<file path="config.mk">
export PLATFORM = sky130hd
export DESIGN_NAME = dro_pair_decoder_keyon_tracker_flat
export DESIGN_NICKNAME = d
export VERILOG_FILES = /design/src/sv/dpkt_pkg.sv /design/src/sv/dpkt_pair_if.sv /design/src/sv/dpkt_event_if.sv /design/src/sv/dpkt_cfg_if.sv /design/src/sv/dpkt_ram.sv /design/src/sv/dro_pair_decoder_keyon_tracker.sv /design/src/flat_wrapper.sv
export VERILOG_INCLUDE_DIRS = /design/src /design/src/sv
export SDC_FILE = /design/constraint.sdc
export NUM_CORES = 2
export LEC_CHECK = 0
export BUFFER_PORTS_ARGS = -buffer_cell sky130_fd_sc_hd__buf_4
export CORE_MARGIN = 3
export CORE_UTILIZATION = 25
export DETAILED_ROUTE_END_ITERATION = 10
export HOLD_SLACK_MARGIN = 0.08
export MAX_ROUTING_LAYER = met4
export SLEW_MARGIN = 10
export SYNTH_ARGS = -nofsm -noshare
export SYNTH_HDL_FRONTEND = slang
export SYNTH_SLANG_ARGS = --single-unit
export TNS_END_PERCENT = 30
</file>
<file path="constraint.sdc">
create_clock -name clk -period 7.6 [get_ports clk]
set_input_delay 0 -clock clk [delete_from_list [all_inputs] [get_ports clk]]
set_output_delay 0 -clock clk [all_outputs]
set_load 0.01 [all_outputs]
</file>
<file path="src/sv/dro_pair_decoder_keyon_tracker_assert.svh">
// Assertion macros for the DRO pair decoder with key-on tracking.
// Included by modules that check their own logic; depends on nothing else.
// Each macro samples on clk and is disabled while rst_n is low.
`ifndef DRO_PAIR_DECODER_KEYON_TRACKER_ASSERT_SVH
`define DRO_PAIR_DECODER_KEYON_TRACKER_ASSERT_SVH

`ifndef SYNTHESIS

// Same-cycle implication.
`define DPKT_ASSERT_IMPL(lbl, ante, cons, msg) \
    lbl: assert property (@(posedge clk) disable iff (!rst_n) (ante) |-> (cons)) \
        else $error(msg);

// Next-cycle implication.
`define DPKT_ASSERT_NEXT(lbl, ante, cons, msg) \
    lbl: assert property (@(posedge clk) disable iff (!rst_n) (ante) |=> (cons)) \
        else $error(msg);

`else

`define DPKT_ASSERT_IMPL(lbl, ante, cons, msg)
`define DPKT_ASSERT_NEXT(lbl, ante, cons, msg)

`endif

`endif

</file>
<file path="src/sv/dpkt_pkg.sv">
// Package for the DRO pair decoder: field widths, register indexes,
// OPL key-on register constants and shared types. Depends on nothing.
package dpkt_pkg;

    localparam int CODE_W  = 8;
    localparam int VALUE_W = 8;
    localparam int ADDR_W  = 9;
    localparam int TIME_W  = 32;
    localparam int EVNUM_W = 32;
    localparam int CH_W    = 5;
    localparam int COUNT_W = 16;
    localparam int IDX_W   = 7;

    // Configuration register indexes.
    localparam int CFG_IDX_W = 2;
    localparam logic [CFG_IDX_W-1:0] CFG_SHORT_DELAY_CODE = 2'd0;
    localparam logic [CFG_IDX_W-1:0] CFG_LONG_DELAY_CODE  = 2'd1;
    localparam logic [CFG_IDX_W-1:0] CFG_CODEMAP_LENGTH   = 2'd2;

    // Configuration reset values.
    localparam logic [CODE_W-1:0] SHORT_DELAY_RESET = 8'h00;
    localparam logic [CODE_W-1:0] LONG_DELAY_RESET  = 8'h01;
    localparam logic [CODE_W-1:0] CODEMAP_LEN_RESET = 8'h00;

    // Key-on registers are 0xB0..0xB8 in each bank; bit 5 of the value is key-on.
    localparam logic [3:0]      KEY_REG_HIGH_NIBBLE = 4'hB;
    localparam logic [3:0]      KEY_REG_LAST_LOW    = 4'h8;
    localparam int              KEY_ON_BIT          = 5;
    localparam logic [CH_W-1:0] SECOND_BANK_CH_BASE = 5'd9;
    localparam logic [COUNT_W-1:0] COUNT_MAX        = 16'hFFFF;

    typedef struct packed {
        logic [CODE_W-1:0] short_delay_code;
        logic [CODE_W-1:0] long_delay_code;
        logic [CODE_W-1:0] codemap_length;
    } cfg_regs_t;

    typedef struct packed {
        logic [ADDR_W-1:0]  reg_address;
        logic [VALUE_W-1:0] reg_value;
        logic [TIME_W-1:0]  timestamp;
        logic [EVNUM_W-1:0] event_number;
        logic               keyon_edge;
        logic [CH_W-1:0]    keyon_channel;
        logic [COUNT_W-1:0] keyon_total;
    } result_t;

endpackage

</file>
<file path="src/sv/dpkt_pair_if.sv">
// Input channel of the DRO pair decoder: one code/value pair or codemap load.
// Depends on dpkt_pkg for field widths.
interface dpkt_pair_if;
    logic                        valid;
    logic                        ready;
    logic                        op;
    logic [dpkt_pkg::CODE_W-1:0]  code;
    logic [dpkt_pkg::VALUE_W-1:0] value;

    modport source (output valid, op, code, value, input ready);
    modport sink   (input valid, op, code, value, output ready);
endinterface

</file>
<file path="src/sv/dpkt_event_if.sv">
// Output channel of the DRO pair decoder: one OPL register event.
// Depends on dpkt_pkg for field widths.
interface dpkt_event_if;
    logic                          valid;
    logic                          ready;
    logic [dpkt_pkg::ADDR_W-1:0]   reg_address;
    logic [dpkt_pkg::VALUE_W-1:0]  reg_value;
    logic [dpkt_pkg::TIME_W-1:0]   timestamp;
    logic [dpkt_pkg::EVNUM_W-1:0]  event_number;
    logic                          keyon_edge;
    logic [dpkt_pkg::CH_W-1:0]     keyon_channel;
    logic [dpkt_pkg::COUNT_W-1:0]  keyon_total;

    modport source (output valid, reg_address, reg_value, timestamp, event_number,
                    keyon_edge, keyon_channel, keyon_total, input ready);
    modport sink   (input valid, reg_address, reg_value, timestamp, event_number,
                    keyon_edge, keyon_channel, keyon_total, output ready);
endinterface

</file>
<file path="src/sv/dpkt_cfg_if.sv">
// Configuration write channel of the DRO pair decoder.
// Depends on dpkt_pkg for index and data widths.
interface dpkt_cfg_if;
    logic                           valid;
    logic                           ready;
    logic [dpkt_pkg::CFG_IDX_W-1:0] index;
    logic [dpkt_pkg::CODE_W-1:0]    data;

    modport source (output valid, index, data, input ready);
    modport sink   (input valid, index, data, output ready);
endinterface

</file>
<file path="src/sv/dpkt_ram.sv">
// Generic single-write, single-read RAM with a registered read port.
// Depends on nothing.
module dpkt_ram #(
    parameter int WIDTH = 8,
    parameter int DEPTH = 128,
    parameter int AW    = 7
) (
    input  logic             clk,
    input  logic             we,
    input  logic [AW-1:0]    waddr,
    input  logic [WIDTH-1:0] wdata,
    input  logic             re,
    input  logic [AW-1:0]    raddr,
    output logic [WIDTH-1:0] rdata
);

    logic [WIDTH-1:0] mem [DEPTH];
    logic [WIDTH-1:0] rdata_reg;

    always_ff @(posedge clk)
    begin
        if (we)
        begin
            mem[waddr] <= wdata;
        end
        if (re)
        begin
            rdata_reg <= mem[raddr];
        end
    end

    assign rdata = rdata_reg;

endmodule

</file>
<file path="src/sv/dro_pair_decoder_keyon_tracker.sv">
// Top level of the DRO v2 pair decoder with OPL key-on tracking.
// Depends on dpkt_pkg, the dpkt_*_if interfaces, dpkt_ram and the assert header.
//
//   Channel    Dir   Transfer moves
//   -------    ---   -----------------------------------------------------
//   pair_in    in    op, code, value: a data pair or a codemap load
//   event_out  out   reg_address, reg_value, timestamp, event_number, key-on
//   cfg        in    index, data: write of one configuration register
//
// One input transfer is taken every cycle while the output flows. An item
// passes through the read stage (codemap RAM read, registered) and then the
// output register, from which its event leaves. Reset clears all control
// state and counters; the codemap is not cleared and needs no clearing
// pass. A stalled output holds the item in the read stage, and
// pair_in.ready falls until the output register drains.

`include "dro_pair_decoder_keyon_tracker_assert.svh"

module dro_pair_decoder_keyon_tracker #(
    parameter int NUM_CHANNELS  = 18,
    parameter int CODEMAP_DEPTH = 128
) (
    input  logic            clk,
    input  logic            rst_n,
    dpkt_pair_if.sink       pair_in,
    dpkt_event_if.source    event_out,
    dpkt_cfg_if.sink        cfg
);

    localparam int AW  = (CODEMAP_DEPTH > 1) ? $clog2(CODEMAP_DEPTH) : 1;
    localparam int CIW = $clog2(NUM_CHANNELS);
    localparam logic [dpkt_pkg::CODE_W-1:0] DEPTH_LIMIT =
        dpkt_pkg::CODE_W'(CODEMAP_DEPTH);
    localparam logic [dpkt_pkg::CH_W-1:0] CH_LIMIT = dpkt_pkg::CH_W'(NUM_CHANNELS);

    // Configuration registers. The user must write them only while the block is idle; the block does not enforce it.
    dpkt_pkg::cfg_regs_t cfg_reg;

    assign cfg.ready = 1'b1;

    always_ff @(posedge clk or negedge rst_n)
    begin
        if (!rst_n)
        begin
            cfg_reg.short_delay_code <= dpkt_pkg::SHORT_DELAY_RESET;
            cfg_reg.long_delay_code  <= dpkt_pkg::LONG_DELAY_RESET;
            cfg_reg.codemap_length   <= dpkt_pkg::CODEMAP_LEN_RESET;
        end
        else if (cfg.valid)
        begin
            case (cfg.index)
                dpkt_pkg::CFG_SHORT_DELAY_CODE: cfg_reg.short_delay_code <= cfg.data;
                dpkt_pkg::CFG_LONG_DELAY_CODE:  cfg_reg.long_delay_code  <= cfg.data;
                dpkt_pkg::CFG_CODEMAP_LENGTH:   cfg_reg.codemap_length   <= cfg.data;
                default: ;
            endcase
        end
    end

    // Accept stage. A codemap load writes the RAM right away if its code is
    // below the codemap depth; a data pair starts the codemap read so that its
    // register number is ready when the pair reaches the read stage.
    logic                          in_fire;
    logic                          ram_we;
    logic                          ram_re;
    logic [dpkt_pkg::CODE_W-1:0]   ram_rdata;

    assign in_fire = pair_in.valid && pair_in.ready;
    assign ram_we  = in_fire && !pair_in.op && (pair_in.code < DEPTH_LIMIT);
    assign ram_re  = in_fire && pair_in.op;

    dpkt_ram #(
        .WIDTH (dpkt_pkg::CODE_W),
        .DEPTH (CODEMAP_DEPTH),
        .AW    (AW)
    ) u_codemap (
        .clk   (clk),
        .we    (ram_we),
        .waddr (pair_in.code[AW-1:0]),
        .wdata (pair_in.value),
        .re    (ram_re),
        .raddr (pair_in.code[AW-1:0]),
        .rdata (ram_rdata)
    );

    // Read stage registers.
    logic                          s1_valid_reg;
    logic                          s1_op_reg;
    logic [dpkt_pkg::CODE_W-1:0]   s1_code_reg;
    logic [dpkt_pkg::VALUE_W-1:0]  s1_value_reg;
    logic                          s1_adv;

    logic                          out_valid_reg;
    logic                          out_valid_next;
    dpkt_pkg::result_t             res_reg;

    // The read stage moves on when the output register is empty or being
    // drained in this cycle. Items that make no result move the same way.
    assign s1_adv        = s1_valid_reg && (!out_valid_reg || event_out.ready);
    assign pair_in.ready = !s1_valid_reg || s1_adv;

    always_ff @(posedge clk or negedge rst_n)
    begin
        if (!rst_n)
        begin
            s1_valid_reg <= 1'b0;
        end
        else if (pair_in.ready)
        begin
            s1_valid_reg <= in_fire;
        end
    end

    always_ff @(posedge clk)
    begin
        if (in_fire)
        begin
            s1_op_reg    <= pair_in.op;
            s1_code_reg  <= pair_in.code;
            s1_value_reg <= pair_in.value;
        end
    end

    // Decode of the item in the read stage. The short delay code wins when
    // both delay codes are equal.
    logic                          is_short;
    logic                          is_long;
    logic                          in_range;
    logic                          is_event;
    logic [dpkt_pkg::IDX_W-1:0]    map_idx;
    logic [dpkt_pkg::ADDR_W-1:0]   reg_addr;

    assign is_short = s1_op_reg && (s1_code_reg == cfg_reg.short_delay_code);
    assign is_long  = s1_op_reg && !is_short && (s1_code_reg == cfg_reg.long_delay_code);
    assign map_idx  = s1_code_reg[dpkt_pkg::IDX_W-1:0];
    assign in_range = ({1'b0, map_idx} < cfg_reg.codemap_length)
                   && ({1'b0, map_idx} < DEPTH_LIMIT);
    assign is_event = s1_op_reg && !is_short && !is_long && in_range;
    assign reg_addr = {s1_code_reg[dpkt_pkg::CODE_W-1], ram_rdata};

    // Running time and event count.
    logic [dpkt_pkg::TIME_W-1:0]   time_reg;
    logic [dpkt_pkg::TIME_W-1:0]   time_next;
    logic [dpkt_pkg::TIME_W-1:0]   delay_ms;
    logic [dpkt_pkg::VALUE_W:0]    value_plus_one;
    logic                          seen_event_reg;
    logic [dpkt_pkg::EVNUM_W-1:0]  event_cnt_reg;

    assign value_plus_one = {1'b0, s1_value_reg} + 9'd1;

    always_comb
    begin
        if (is_long)
        begin
            delay_ms = {15'd0, value_plus_one, 8'd0};
        end
        else
        begin
            delay_ms = dpkt_pkg::TIME_W'(value_plus_one);
        end
        time_next = time_reg;
        if (s1_adv && seen_event_reg && (is_short || is_long))
        begin
            time_next = time_reg + delay_ms;
        end
    end

    always_ff @(posedge clk or negedge rst_n)
    begin
        if (!rst_n)
        begin
            time_reg       <= '0;
            seen_event_reg <= 1'b0;
            event_cnt_reg  <= '0;
        end
        else
        begin
            time_reg <= time_next;
            if (s1_adv && is_event)
            begin
                seen_event_reg <= 1'b1;
                event_cnt_reg  <= event_cnt_reg + 32'd1;
            end
        end
    end

    // Key-on tracking on registers 0xB0..0xB8 of both banks. The second bank
    // maps to channels 9 and up; channels from NUM_CHANNELS up are not tracked.
    logic                          key_reg_hit;
    logic [dpkt_pkg::CH_W-1:0]     ch_full;
    logic                          tracked;
    logic [CIW-1:0]                ch_idx;
    logic                          key_on;
    logic                          held_sel;
    logic [dpkt_pkg::COUNT_W-1:0]  count_sel;
    logic [dpkt_pkg::COUNT_W-1:0]  count_new;
    logic                          key_edge;
    logic [NUM_CHANNELS-1:0]       key_held_reg;
    logic [dpkt_pkg::COUNT_W-1:0]  keyon_cnt_reg [NUM_CHANNELS];

    assign key_reg_hit = (ram_rdata[7:4] == dpkt_pkg::KEY_REG_HIGH_NIBBLE)
                      && (ram_rdata[3:0] <= dpkt_pkg::KEY_REG_LAST_LOW);
    assign ch_full = {1'b0, ram_rdata[3:0]}
                   + (s1_code_reg[dpkt_pkg::CODE_W-1] ? dpkt_pkg::SECOND_BANK_CH_BASE
                                                      : dpkt_pkg::CH_W'(0));
    assign tracked = is_event && key_reg_hit && (ch_full < CH_LIMIT);
    assign ch_idx  = ch_full[CIW-1:0];
    assign key_on  = s1_value_reg[dpkt_pkg::KEY_ON_BIT];

    always_comb
    begin
        held_sel  = 1'b0;
        count_sel = '0;
        if (tracked)
        begin
            held_sel  = key_held_reg[ch_idx];
            count_sel = keyon_cnt_reg[ch_idx];
        end
    end

    assign key_edge  = tracked && key_on && !held_sel;
    assign count_new = (count_sel == dpkt_pkg::COUNT_MAX) ? count_sel
                                                          : count_sel + 16'd1;

    always_ff @(posedge clk or negedge rst_n)
    begin
        if (!rst_n)
        begin
            key_held_reg <= '0;
            for (int i = 0; i < NUM_CHANNELS; i++)
            begin
                keyon_cnt_reg[i] <= '0;
            end
        end
        else if (s1_adv && tracked)
        begin
            for (int i = 0; i < NUM_CHANNELS; i++)
            begin
                if (ch_idx == CIW'(i))
                begin
                    key_held_reg[i] <= key_on;
                    if (key_edge)
                    begin
                        keyon_cnt_reg[i] <= count_new;
                    end
                end
            end
        end
    end

    // Output register. It takes a new event while the previous one is being
    // transferred, so back-to-back events flow without a bubble.
    assign out_valid_next = (s1_adv && is_event) ? 1'b1
                          : (event_out.ready ? 1'b0 : out_valid_reg);

    always_ff @(posedge clk or negedge rst_n)
    begin
        if (!rst_n)
        begin
            out_valid_reg <= 1'b0;
        end
        else
        begin
            out_valid_reg <= out_valid_next;
        end
    end

    always_ff @(posedge clk)
    begin
        if (s1_adv && is_event)
        begin
            res_reg.reg_address   <= reg_addr;
            res_reg.reg_value     <= s1_value_reg;
            res_reg.timestamp     <= time_reg;
            res_reg.event_number  <= event_cnt_reg;
            res_reg.keyon_edge    <= key_edge;
            res_reg.keyon_channel <= key_edge ? ch_full : '0;
            res_reg.keyon_total   <= key_edge ? count_new : '0;
        end
    end

    assign event_out.valid         = out_valid_reg;
    assign event_out.reg_address   = res_reg.reg_address;
    assign event_out.reg_value     = res_reg.reg_value;
    assign event_out.timestamp     = res_reg.timestamp;
    assign event_out.event_number  = res_reg.event_number;
    assign event_out.keyon_edge    = res_reg.keyon_edge;
    assign event_out.keyon_channel = res_reg.keyon_channel;
    assign event_out.keyon_total   = res_reg.keyon_total;

    // Checks on the decoder's own bookkeeping.
    `DPKT_ASSERT_IMPL(a_time_idle_before_event, !seen_event_reg, time_reg == '0, "time moved before first event")
    `DPKT_ASSERT_NEXT(a_event_count_step, s1_adv && is_event, event_cnt_reg == $past(event_cnt_reg) + 32'd1, "event count did not step")
    `DPKT_ASSERT_IMPL(a_edge_fields, out_valid_reg && res_reg.keyon_edge, (res_reg.keyon_total != '0) && (res_reg.keyon_channel < CH_LIMIT), "bad key-on fields")
    `DPKT_ASSERT_IMPL(a_no_edge_zero, out_valid_reg && !res_reg.keyon_edge, (res_reg.keyon_total == '0) && (res_reg.keyon_channel == '0), "key-on fields set without edge")
    `DPKT_ASSERT_IMPL(a_stall_holds_item, !pair_in.ready, s1_valid_reg && out_valid_reg, "input stalled with room to move")

endmodule
</file>
<file path="src/flat_wrapper.sv">
// flat-port wrapper written by rule: the top's interface ports become plain ports
module dro_pair_decoder_keyon_tracker_flat 
#(
    parameter int NUM_CHANNELS  = 18,
    parameter int CODEMAP_DEPTH = 128
)
  (clk, rst_n, pair_in_valid, pair_in_op, pair_in_code, pair_in_value, pair_in_ready, event_out_valid, event_out_reg_address, event_out_reg_value, event_out_timestamp, event_out_event_number, event_out_keyon_edge, event_out_keyon_channel, event_out_keyon_total, event_out_ready, cfg_valid, cfg_index, cfg_data, cfg_ready);
  dpkt_pair_if pair_in_i ();
  dpkt_event_if event_out_i ();
  dpkt_cfg_if cfg_i ();
  input  logic clk;
  input  logic rst_n;
  input wire logic [$bits(pair_in_i.valid)-1:0] pair_in_valid;
  input wire logic [$bits(pair_in_i.op)-1:0] pair_in_op;
  input wire logic [$bits(pair_in_i.code)-1:0] pair_in_code;
  input wire logic [$bits(pair_in_i.value)-1:0] pair_in_value;
  output wire logic [$bits(pair_in_i.ready)-1:0] pair_in_ready;
  output wire logic [$bits(event_out_i.valid)-1:0] event_out_valid;
  output wire logic [$bits(event_out_i.reg_address)-1:0] event_out_reg_address;
  output wire logic [$bits(event_out_i.reg_value)-1:0] event_out_reg_value;
  output wire logic [$bits(event_out_i.timestamp)-1:0] event_out_timestamp;
  output wire logic [$bits(event_out_i.event_number)-1:0] event_out_event_number;
  output wire logic [$bits(event_out_i.keyon_edge)-1:0] event_out_keyon_edge;
  output wire logic [$bits(event_out_i.keyon_channel)-1:0] event_out_keyon_channel;
  output wire logic [$bits(event_out_i.keyon_total)-1:0] event_out_keyon_total;
  input wire logic [$bits(event_out_i.ready)-1:0] event_out_ready;
  input wire logic [$bits(cfg_i.valid)-1:0] cfg_valid;
  input wire logic [$bits(cfg_i.index)-1:0] cfg_index;
  input wire logic [$bits(cfg_i.data)-1:0] cfg_data;
  output wire logic [$bits(cfg_i.ready)-1:0] cfg_ready;
  assign pair_in_i.valid = pair_in_valid;
  assign pair_in_i.op = pair_in_op;
  assign pair_in_i.code = pair_in_code;
  assign pair_in_i.value = pair_in_value;
  assign pair_in_ready = pair_in_i.ready;
  assign event_out_valid = event_out_i.valid;
  assign event_out_reg_address = event_out_i.reg_address;
  assign event_out_reg_value = event_out_i.reg_value;
  assign event_out_timestamp = event_out_i.timestamp;
  assign event_out_event_number = event_out_i.event_number;
  assign event_out_keyon_edge = event_out_i.keyon_edge;
  assign event_out_keyon_channel = event_out_i.keyon_channel;
  assign event_out_keyon_total = event_out_i.keyon_total;
  assign event_out_i.ready = event_out_ready;
  assign cfg_i.valid = cfg_valid;
  assign cfg_i.index = cfg_index;
  assign cfg_i.data = cfg_data;
  assign cfg_ready = cfg_i.ready;
  dro_pair_decoder_keyon_tracker #(.NUM_CHANNELS(NUM_CHANNELS), .CODEMAP_DEPTH(CODEMAP_DEPTH)) u_core (.clk(clk), .rst_n(rst_n), .pair_in(pair_in_i), .event_out(event_out_i), .cfg(cfg_i));
endmodule
</file>
After elaboration in Yosys (flattened, before gate mapping). Memory sizes are Yosys's and may differ from the RTL's. A register that Yosys moved wholly into a read port is not among the register bits. Cells that the tools add are included.

Register bits: 517. Bits in writable memories: 1024. Input port bits: 32. Logic and storage cells: 174. Memories: 1.

Add/sub/neg operators: 5. Magnitude comparators: 6. Equality and inequality tests: 23. Muxes and demuxes: 14. Bitwise gates (word level): 1. Reductions and logical operators: 70.

Memory list: u_core.u_codemap.mem (depth 128, bits a word 8, rd ports 1, clocked after Yosys merged registers in 1, write ports 1, line dpkt_ram.sv:17) `logic [WIDTH-1:0] mem [DEPTH];`.

Operator list (count): 16-bit binary-select mux with 5-bit select (1); 16-bit two-way mux (4); 3-bit AND reduction (18); 2-bit AND reduction (21); 5-bit by 4-bit == test with 1-bit output, second input constant (8); 32-bit by 1-bit adder with 32-bit output, second input constant (1); 32-bit by 17-bit adder with 32-bit output (1); 5-bit by 3-bit == test with 1-bit output, second input constant (4); 1-bit logical AND (19); 17-bit two-way mux (1); 16-bit by 1-bit adder with 16-bit output, second input constant (1); 16-bit == test, second input constant (1); 8-bit == test (2); 5-bit by 2-bit == test with 1-bit output, second input constant (2); 5-bit == test, second input constant (2); 8-bit by 1-bit adder with 9-bit output, second input constant (1); 7-bit by 8-bit < comparator with 1-bit output (1); 8-bit < comparator, second input constant (1); 6-bit >= comparator, second input constant (1); 1-bit logical NOT (6); 5-bit by 6-bit < comparator with 1-bit output, second input constant (1); 1-bit two-way mux (6); 5-bit inverter with 6-bit output (1); 4-bit by 5-bit adder with 5-bit output (1); 12 further kinds (14).

Depth between registers and ports, before layout.
Word-level depth: 14. Mapped depth: 19.

Hierarchy. From an unflattened synthesis, not the netlist that was laid out.

Cells, all modules: 3564. Area, all modules: 62975.4 µm².

By module, submodules not included: dpkt_ram (instances 1, cells each 1635, area an instance 39745.6 µm², sequential area each 30989.7 µm²); dro_pair_decoder_keyon_tracker (instances 1, cells each 1929, area an instance 23229.8 µm², sequential area each 13539.2 µm²).

Worst setup path after synthesis. OpenSTA, ideal clock, no wires.

Path type: reg2reg. Start: register u_core.s1_code_reg[1] in the netlist's numbering. End: register u_core.event_cnt_reg[26] in the netlist's numbering. Setup time: 123 ps. Arrival time: 5022 ps. Path slack: 2455 ps. Stages on the path, launching flop included: 12. Path buffers: 0. Period minus slack after synthesis: 5145 ps. Cell sequence: edfxtp_1 ha_1 a21o_1 a211oi_1 o221a_2 nand4_1 inv_1 nand4_1 nor2_1 nand4_1 nand2b_1 xnor2_1.

Cells in the longest elaborated chain, start to end: 9.

Ends and longest elaborated chain: from (decl) (line dro_pair_decoder_keyon_tracker.sv:89) `logic [dpkt_pkg::CODE_W-1:0] s1_code_reg;`; from (signal assigned) (line dro_pair_decoder_keyon_tracker.sv:119) `s1_code_reg <= pair_in.code;`; 8-bit == test (line dro_pair_decoder_keyon_tracker.sv:133) `assign is_short = s1_op_reg && (s1_code_reg == cfg_reg.short_delay_code);`; 1-bit logical AND (line dro_pair_decoder_keyon_tracker.sv:133); 1-bit logical NOT (line dro_pair_decoder_keyon_tracker.sv:134, dro_pair_decoder_keyon_tracker.sv:138); 1-bit logical AND (line dro_pair_decoder_keyon_tracker.sv:134, dro_pair_decoder_keyon_tracker.sv:138); 1-bit logical AND (line dro_pair_decoder_keyon_tracker.sv:134) `assign is_long = s1_op_reg && !is_short && (s1_code_reg == cfg_reg.long_delay_code);`; 1-bit logical NOT (line dro_pair_decoder_keyon_tracker.sv:138) `assign is_event = s1_op_reg && !is_short && !is_long && in_range;`; 1-bit logical AND (line dro_pair_decoder_keyon_tracker.sv:138); 1-bit logical AND (*) (line dro_pair_decoder_keyon_tracker.sv:138); 1-bit logical AND (*) (line dro_pair_decoder_keyon_tracker.sv:179) `if (s1_adv && is_event)`; to (signal assigned) (line dro_pair_decoder_keyon_tracker.sv:182) `event_cnt_reg <= event_cnt_reg + 32'd1;`; to (decl) (line dro_pair_decoder_keyon_tracker.sv:147) `logic [dpkt_pkg::EVNUM_W-1:0] event_cnt_reg;`.

Mark *: on every way between the ends. The rest lies on a longest branch, timed or not. A chain may end at the register's enable or synchronous reset.

Final worst setup path.
Start: register u_core.s1_code_reg[7] in the netlist's numbering. End: register u_core.keyon_cnt_reg[245] in the netlist's numbering.

RTL lines: 4-bit two-way mux (*) (line dro_pair_decoder_keyon_tracker.sv:204) `+ (s1_code_reg[dpkt_pkg::CODE_W-1] ? dpkt_pkg::SECOND_BANK_CH_BASE`; 4-bit by 5-bit adder with 5-bit output (*) (line dro_pair_decoder_keyon_tracker.sv:204); named net u_core.ch_full (one bit) (line dro_pair_decoder_keyon_tracker.sv:190) `logic [dpkt_pkg::CH_W-1:0] ch_full;`; 5-bit inverter with 6-bit output (not written as such) (line dro_pair_decoder_keyon_tracker.sv:217) `count_sel = keyon_cnt_reg[ch_idx];`; 16-bit binary-select mux with 5-bit select (line dro_pair_decoder_keyon_tracker.sv:217); 16-bit two-way mux (not written as such) (2 in a row) (line dro_pair_decoder_keyon_tracker.sv:217); 16-bit two-way mux (line dro_pair_decoder_keyon_tracker.sv:214) `if (tracked)`; 16-bit by 1-bit adder with 16-bit output or 16-bit == test (tied branches) (line dro_pair_decoder_keyon_tracker.sv:223, dro_pair_decoder_keyon_tracker.sv:222); 16-bit two-way mux (line dro_pair_decoder_keyon_tracker.sv:222) `assign count_new = (count_sel == dpkt_pkg::COUNT_MAX) ? count_sel`; to (signal, indexed assignment) (line dro_pair_decoder_keyon_tracker.sv:244) `keyon_cnt_reg[i] <= count_new;`; to (decl) (line dro_pair_decoder_keyon_tracker.sv:199) `logic [dpkt_pkg::COUNT_W-1:0] keyon_cnt_reg [NUM_CHANNELS];`.

The timed path passes the listed nets; every way through them passes the cells marked *. The select of a mux whose other input is x is not followed.

==> results.env <==
STATUS='finished, final reports clean'
SYNTH-ASYNC-RESET-RATIO_PCT=25.6
PLACE_WORST_SETUP_SLACK_NS=2.12
YOSYSWARNINGCOUNT=0
POWER.CLOCK.FRACTION_PCT=40.9
CP_DATA_ARRIVAL_TIME_NS=6.11
CTS_ROOT_BUFFER='clkbuf_16'
FLOW.AREA_GROWTH_FROM_SYNTHESIS_PCT=16.3
FINAL_CORE_UTILIZATION_PCT=29.3
DP.CELLS=7165
NUMPORTBUFFERS=136
DIE_X_UM=498
CRITICAL_PATH.MOST_COMMON_CELL='ha_4'
DETAIL_ROUTE.WIRELENGTH_MM=171
POWER.SHARE.SWITCHING_PCT=23.1
AGGREGATE_GLOBAL_ROUTE_RESOURCE_USAGE_PCT=13.8
POWER-PER-CELL-AREA_nW_PER_UM2=251
PIN_COUNT_OF_THE_BIGGEST_NET_ENTERING_GLOBAL_ROUTING=112
NUM_VIAS=37000
MAX-CLOCK-PATH-BUFFERS=3
HOLD_CLASS='input port to flip-flop'
DRIVE_GT1_SHARE_PCT=13.3
TIGHTEST_SLEW_NS=1.29
CRITPATHCAPTURETYPE='flip-flop'
DESIGN.PORTCOUNT=138
SYNTH.FF_LATCH_COUNT=1549
TRITONCTS.NUM_BUFFERS=144
FIN_WS_NS=2.09
CTS-RESIZED-GATES=0
FINCLKSKEW_NS=0.0426
ANT_NETS=0
POWER_mW=17.7
CORE_ROWS=180
CP_SLOWEST_CELL='o21ai_1'
YOSYSUNIQUECELLTYPES=93
GRT_ANTENNA_BEFORE_REPAIR=9
GLOBALROUTEOVERFLOWTOTAL=0
POSTSYNTH.TOPFLOPCELL='edfxtp_1'
HOLD-PATH-CELL-COUNT=4
FINAL-SETUP-VIOL-COUNT=0
MAX_FREQ_GHz=0.182
FINALWEIGHTEDCONGESTION=0.873
TNS_NS=0
CTS_TREE='yes'
FINAL_CELLS=7488
DIEAREA_UM2=248000
POSTSYNTHNETCOUNT=4090
FINAL_HOLD_VIOL_COUNT=0
DRC=0
SYNTHESIS.AREA_UM2=60600
SLEW-LIMIT-HEADROOM_PCT=13.7
HTREEDEPTH=4
IRDROPWORSTVDD_V=0.000251
DRT_ITER0_DRC=4066
FIN_NETS=4242
CLK_LATENCY_NS=0.79
FLOORPLAN.INITIALDENSITY_PCT=25.2
P_COMB_SHARE_PCT=6.4
SETUP_REPAIR_AFTER_GLOBAL_ROUTING_MISSED_ITS_MARGIN='no'
ROUTE.DETAILED.VIAS_PER_INST=4.94
CLKSLEWWORSTSETUPHOLDPATHS_NS=0.06
DETAILEDPLACEMENTHPWL_MM=103
AVERAGE_SIZE_OF_A_MAPPED_CELL_UM2=15.1
FLOORPLAN.DIE.HEIGHT_UM=498
POWER.LEAKAGE_nW=23.6
INTERNAL_POWER_mW=13.6
PATH_CLASS='flip-flop to flip-flop'
SYNTH-EDFF-COUNT=1152
MOST_COMMON_LIBRARY_CELL_IN_THE_LAYOUT_IGNORING_FILL_AND_TAPS='edfxtp_1'
FILLCELLCOUNT=23900
SHORTEST_PERIOD_THE_WORST_PATH_ALLOWS_NS=5.51
PATH_CELLS='ha_4 -> ha_4 -> buf_4 -> mux4_2 -> o22ai_1 -> o22ai_2 -> and2_1 -> ha_1 -> and3_1 -> and4_2 -> and4_1 -> o31a_1 -> o21ai_1 -> o21ai_0'
PERIOD_SHARE_PCT=72.5
GRT_PASS1_WL_MM=253
CRITPATHMAXFANOUT=51
PWR-SHARE-SEQ_PCT=52.7
CRITICAL-PATH-MAX-STAGE-DELAY_NS=0.86
CORE_UM2=241000
POST_DRT_WL_PER_CELL_UM=22.8
MAX_FFS_PER_REGISTER=1024
TIMING.CRITICAL_PATH.REQUIRED_NS=8.20
NETSWITCHINGPOWER_mW=4.09
WORST-R2R-CELL-COUNT=14
DRTPASS1ITERATIONS=6
NETLIST_INSTANCES=4028
SETUP.WORST_PATH.START_CLASS='flip-flop'
FIRST_GLOBAL_VIAS=36200
LAYOUT.CELLS.MOST_COMMON_LIST='1152 x edfxtp_1, 396 x dfrtp_1, 389 x nand2_1'
CLOCK_SINKS=1549
FINAL-MAX-SLEW-VIOLATION-COUNT=0
TIMING.MAX_CAP.VIOLATIONS=0
SYNTH_SEQUENTIAL_AREA_RATIO_PCT=73.4
-- worst paths after layout --
kind / startpoint / endpoint / slack, ns
max: u_core.s1_code_reg[7]$_DFFE_PP_ / u_core.keyon_cnt_reg[245]$_DFFE_PN0P_ / 2.09
min reg2reg: u_core.time_reg[28]$_DFFE_PN0P_ / u_core.event_out.timestamp[28]$_DFFE_PP_ / 0.45
min in group asynchronous: rst_n / u_core.time_reg[26]$_DFFE_PN0P_ / 0.45
min: event_out_ready / u_core.event_out.valid$_DFFE_PN0P_ / 0.20
max reg2reg: u_core.s1_code_reg[7]$_DFFE_PP_ / u_core.keyon_cnt_reg[245]$_DFFE_PN0P_ / 2.09
max in group asynchronous: rst_n / u_core.keyon_cnt_reg[78]$_DFFE_PN0P_ / 5.68
-- per-stage QoR --
step	instance area [um^2]	hold WS, ns
6_report	70500	0.198
5_1_grt	70500	0.212
4_1_cts	70500	0.172
3_5_place_dp	65300	0.0872
3_3_place_gp	65200	0.0726
2_1_floorplan	60600	-0.296
-- cell families (layout without fill, tap and decap cells) --
| group | count (synthesis) | after routing | synth area share (%) |
|---|---|---|---|
| xor+xnor | 96 | 96 | 1.39 |
| mux | 128 | 128 | 3.70 |
| other cells | 1 | 7 | 0.00618 |
| compound gates | 1073 | 1073 | 12.3 |
| flops | 1549 | 1549 | 73.4 |
| fa+ha+maj | 30 | 30 | 0.631 |
| buf+inv | 267 | 536 | 1.93 |
| simple gates | 884 | 884 | 6.62 |
-- metal layers --
metal  track usage [%]  share of wire (%)  up-vias
li1                  -                  -    16100
met4              3.67                2.3        0
met2              21.3                 47     1565
met3              2.44                7.8      265
met5                 -                  0        -
met1              18.7                 43    19100
-- cell type report --
type                    instances  area (um^2)  area share [%]
diodes                          6         15.0          0.0213
inverters                      18         70.1          0.0994
well taps                    3185         3990            5.65
repair buffers                255         2200            3.12
multi-input cells            2212        15000            21.3
clock buffers                 198         3930            5.58
flip-flops and latches       1549        44500            63.2
clock inverters                65          738            1.05
-- cell usage after synthesis (7+ instances only) --
library cell / instances / area [um^2]
a221oi_1: 91 / 797
o21ai_0: 288 / 1440
buf_2: 15 / 75.1
or3_1: 9 / 56.3
nand2b_1: 21 / 131
mux4_1: 10 / 263
dfrtp_1: 396 / 9910
nor4_1: 17 / 106
o21ai_2: 11 / 96.3
edfxtp_1: 1152 / 34600
nand3_1: 47 / 235
a22o_1: 91 / 797
nor2_1: 226 / 848
a22oi_1: 335 / 2510
buf_6: 11 / 124
ha_1: 29 / 363
clkbuf_1: 169 / 634
a31oi_1: 60 / 375
and2_1: 9 / 56.3
inv_1: 16 / 60.1
xnor2_1: 60 / 526
a21oi_1: 33 / 165
nand2_1: 389 / 1460
nand4_1: 76 / 475
and4_1: 7 / 61.3
mux2_2: 47 / 529
xor2_1: 36 / 315
buf_1: 45 / 169
o22ai_1: 23 / 144
nor2b_1: 13 / 81.3
o211ai_1: 16 / 120
nor3_1: 25 / 125
mux4_2: 59 / 1330
a21o_1: 9 / 67.6
o21a_1: 7 / 52.6
mux2i_1: 11 / 110
o31ai_1: 18 / 135
and3_1: 9 / 56.3
o21ai_1: 35 / 175
-- worst max-delay path: cells and delay by family, from the launching register on --
kind	cells	cell delay [ns]
multiplexers	1	0.36
adder cells (fa/ha/maj)	3	1.28
buffers and inverters	1	0.51
flip-flops	1	0.51
AND/OR/NAND/NOR	4	0.86
AO/OA/AOI/OAI	5	1.72
-- power groups by stage --
| stage | registers [mW] | logic [mW] | clock network (mW) |
|---|---|---|---|
| after detailed placement | 9.50 | 1.10 | 0 |
| after global routing | 9.33 | 1.22 | 7.72 |
| after CTS | 9.32 | 1.14 | 7.35 |
| final | 9.32 | 1.13 | 7.24 |
| after floorplan | 9.49 | 0.577 | 0 |
| after global placement | 9.49 | 1.09 | 0 |
-- timing repair --
action / in CTS / in global routing
endpoints found under the setup margin: 0 / 0
setup buffers: 0 / 0
hold endpoints to repair: 636 / 0
hold buffers: 54 / 0
Power figures use the tool's default switching activity.
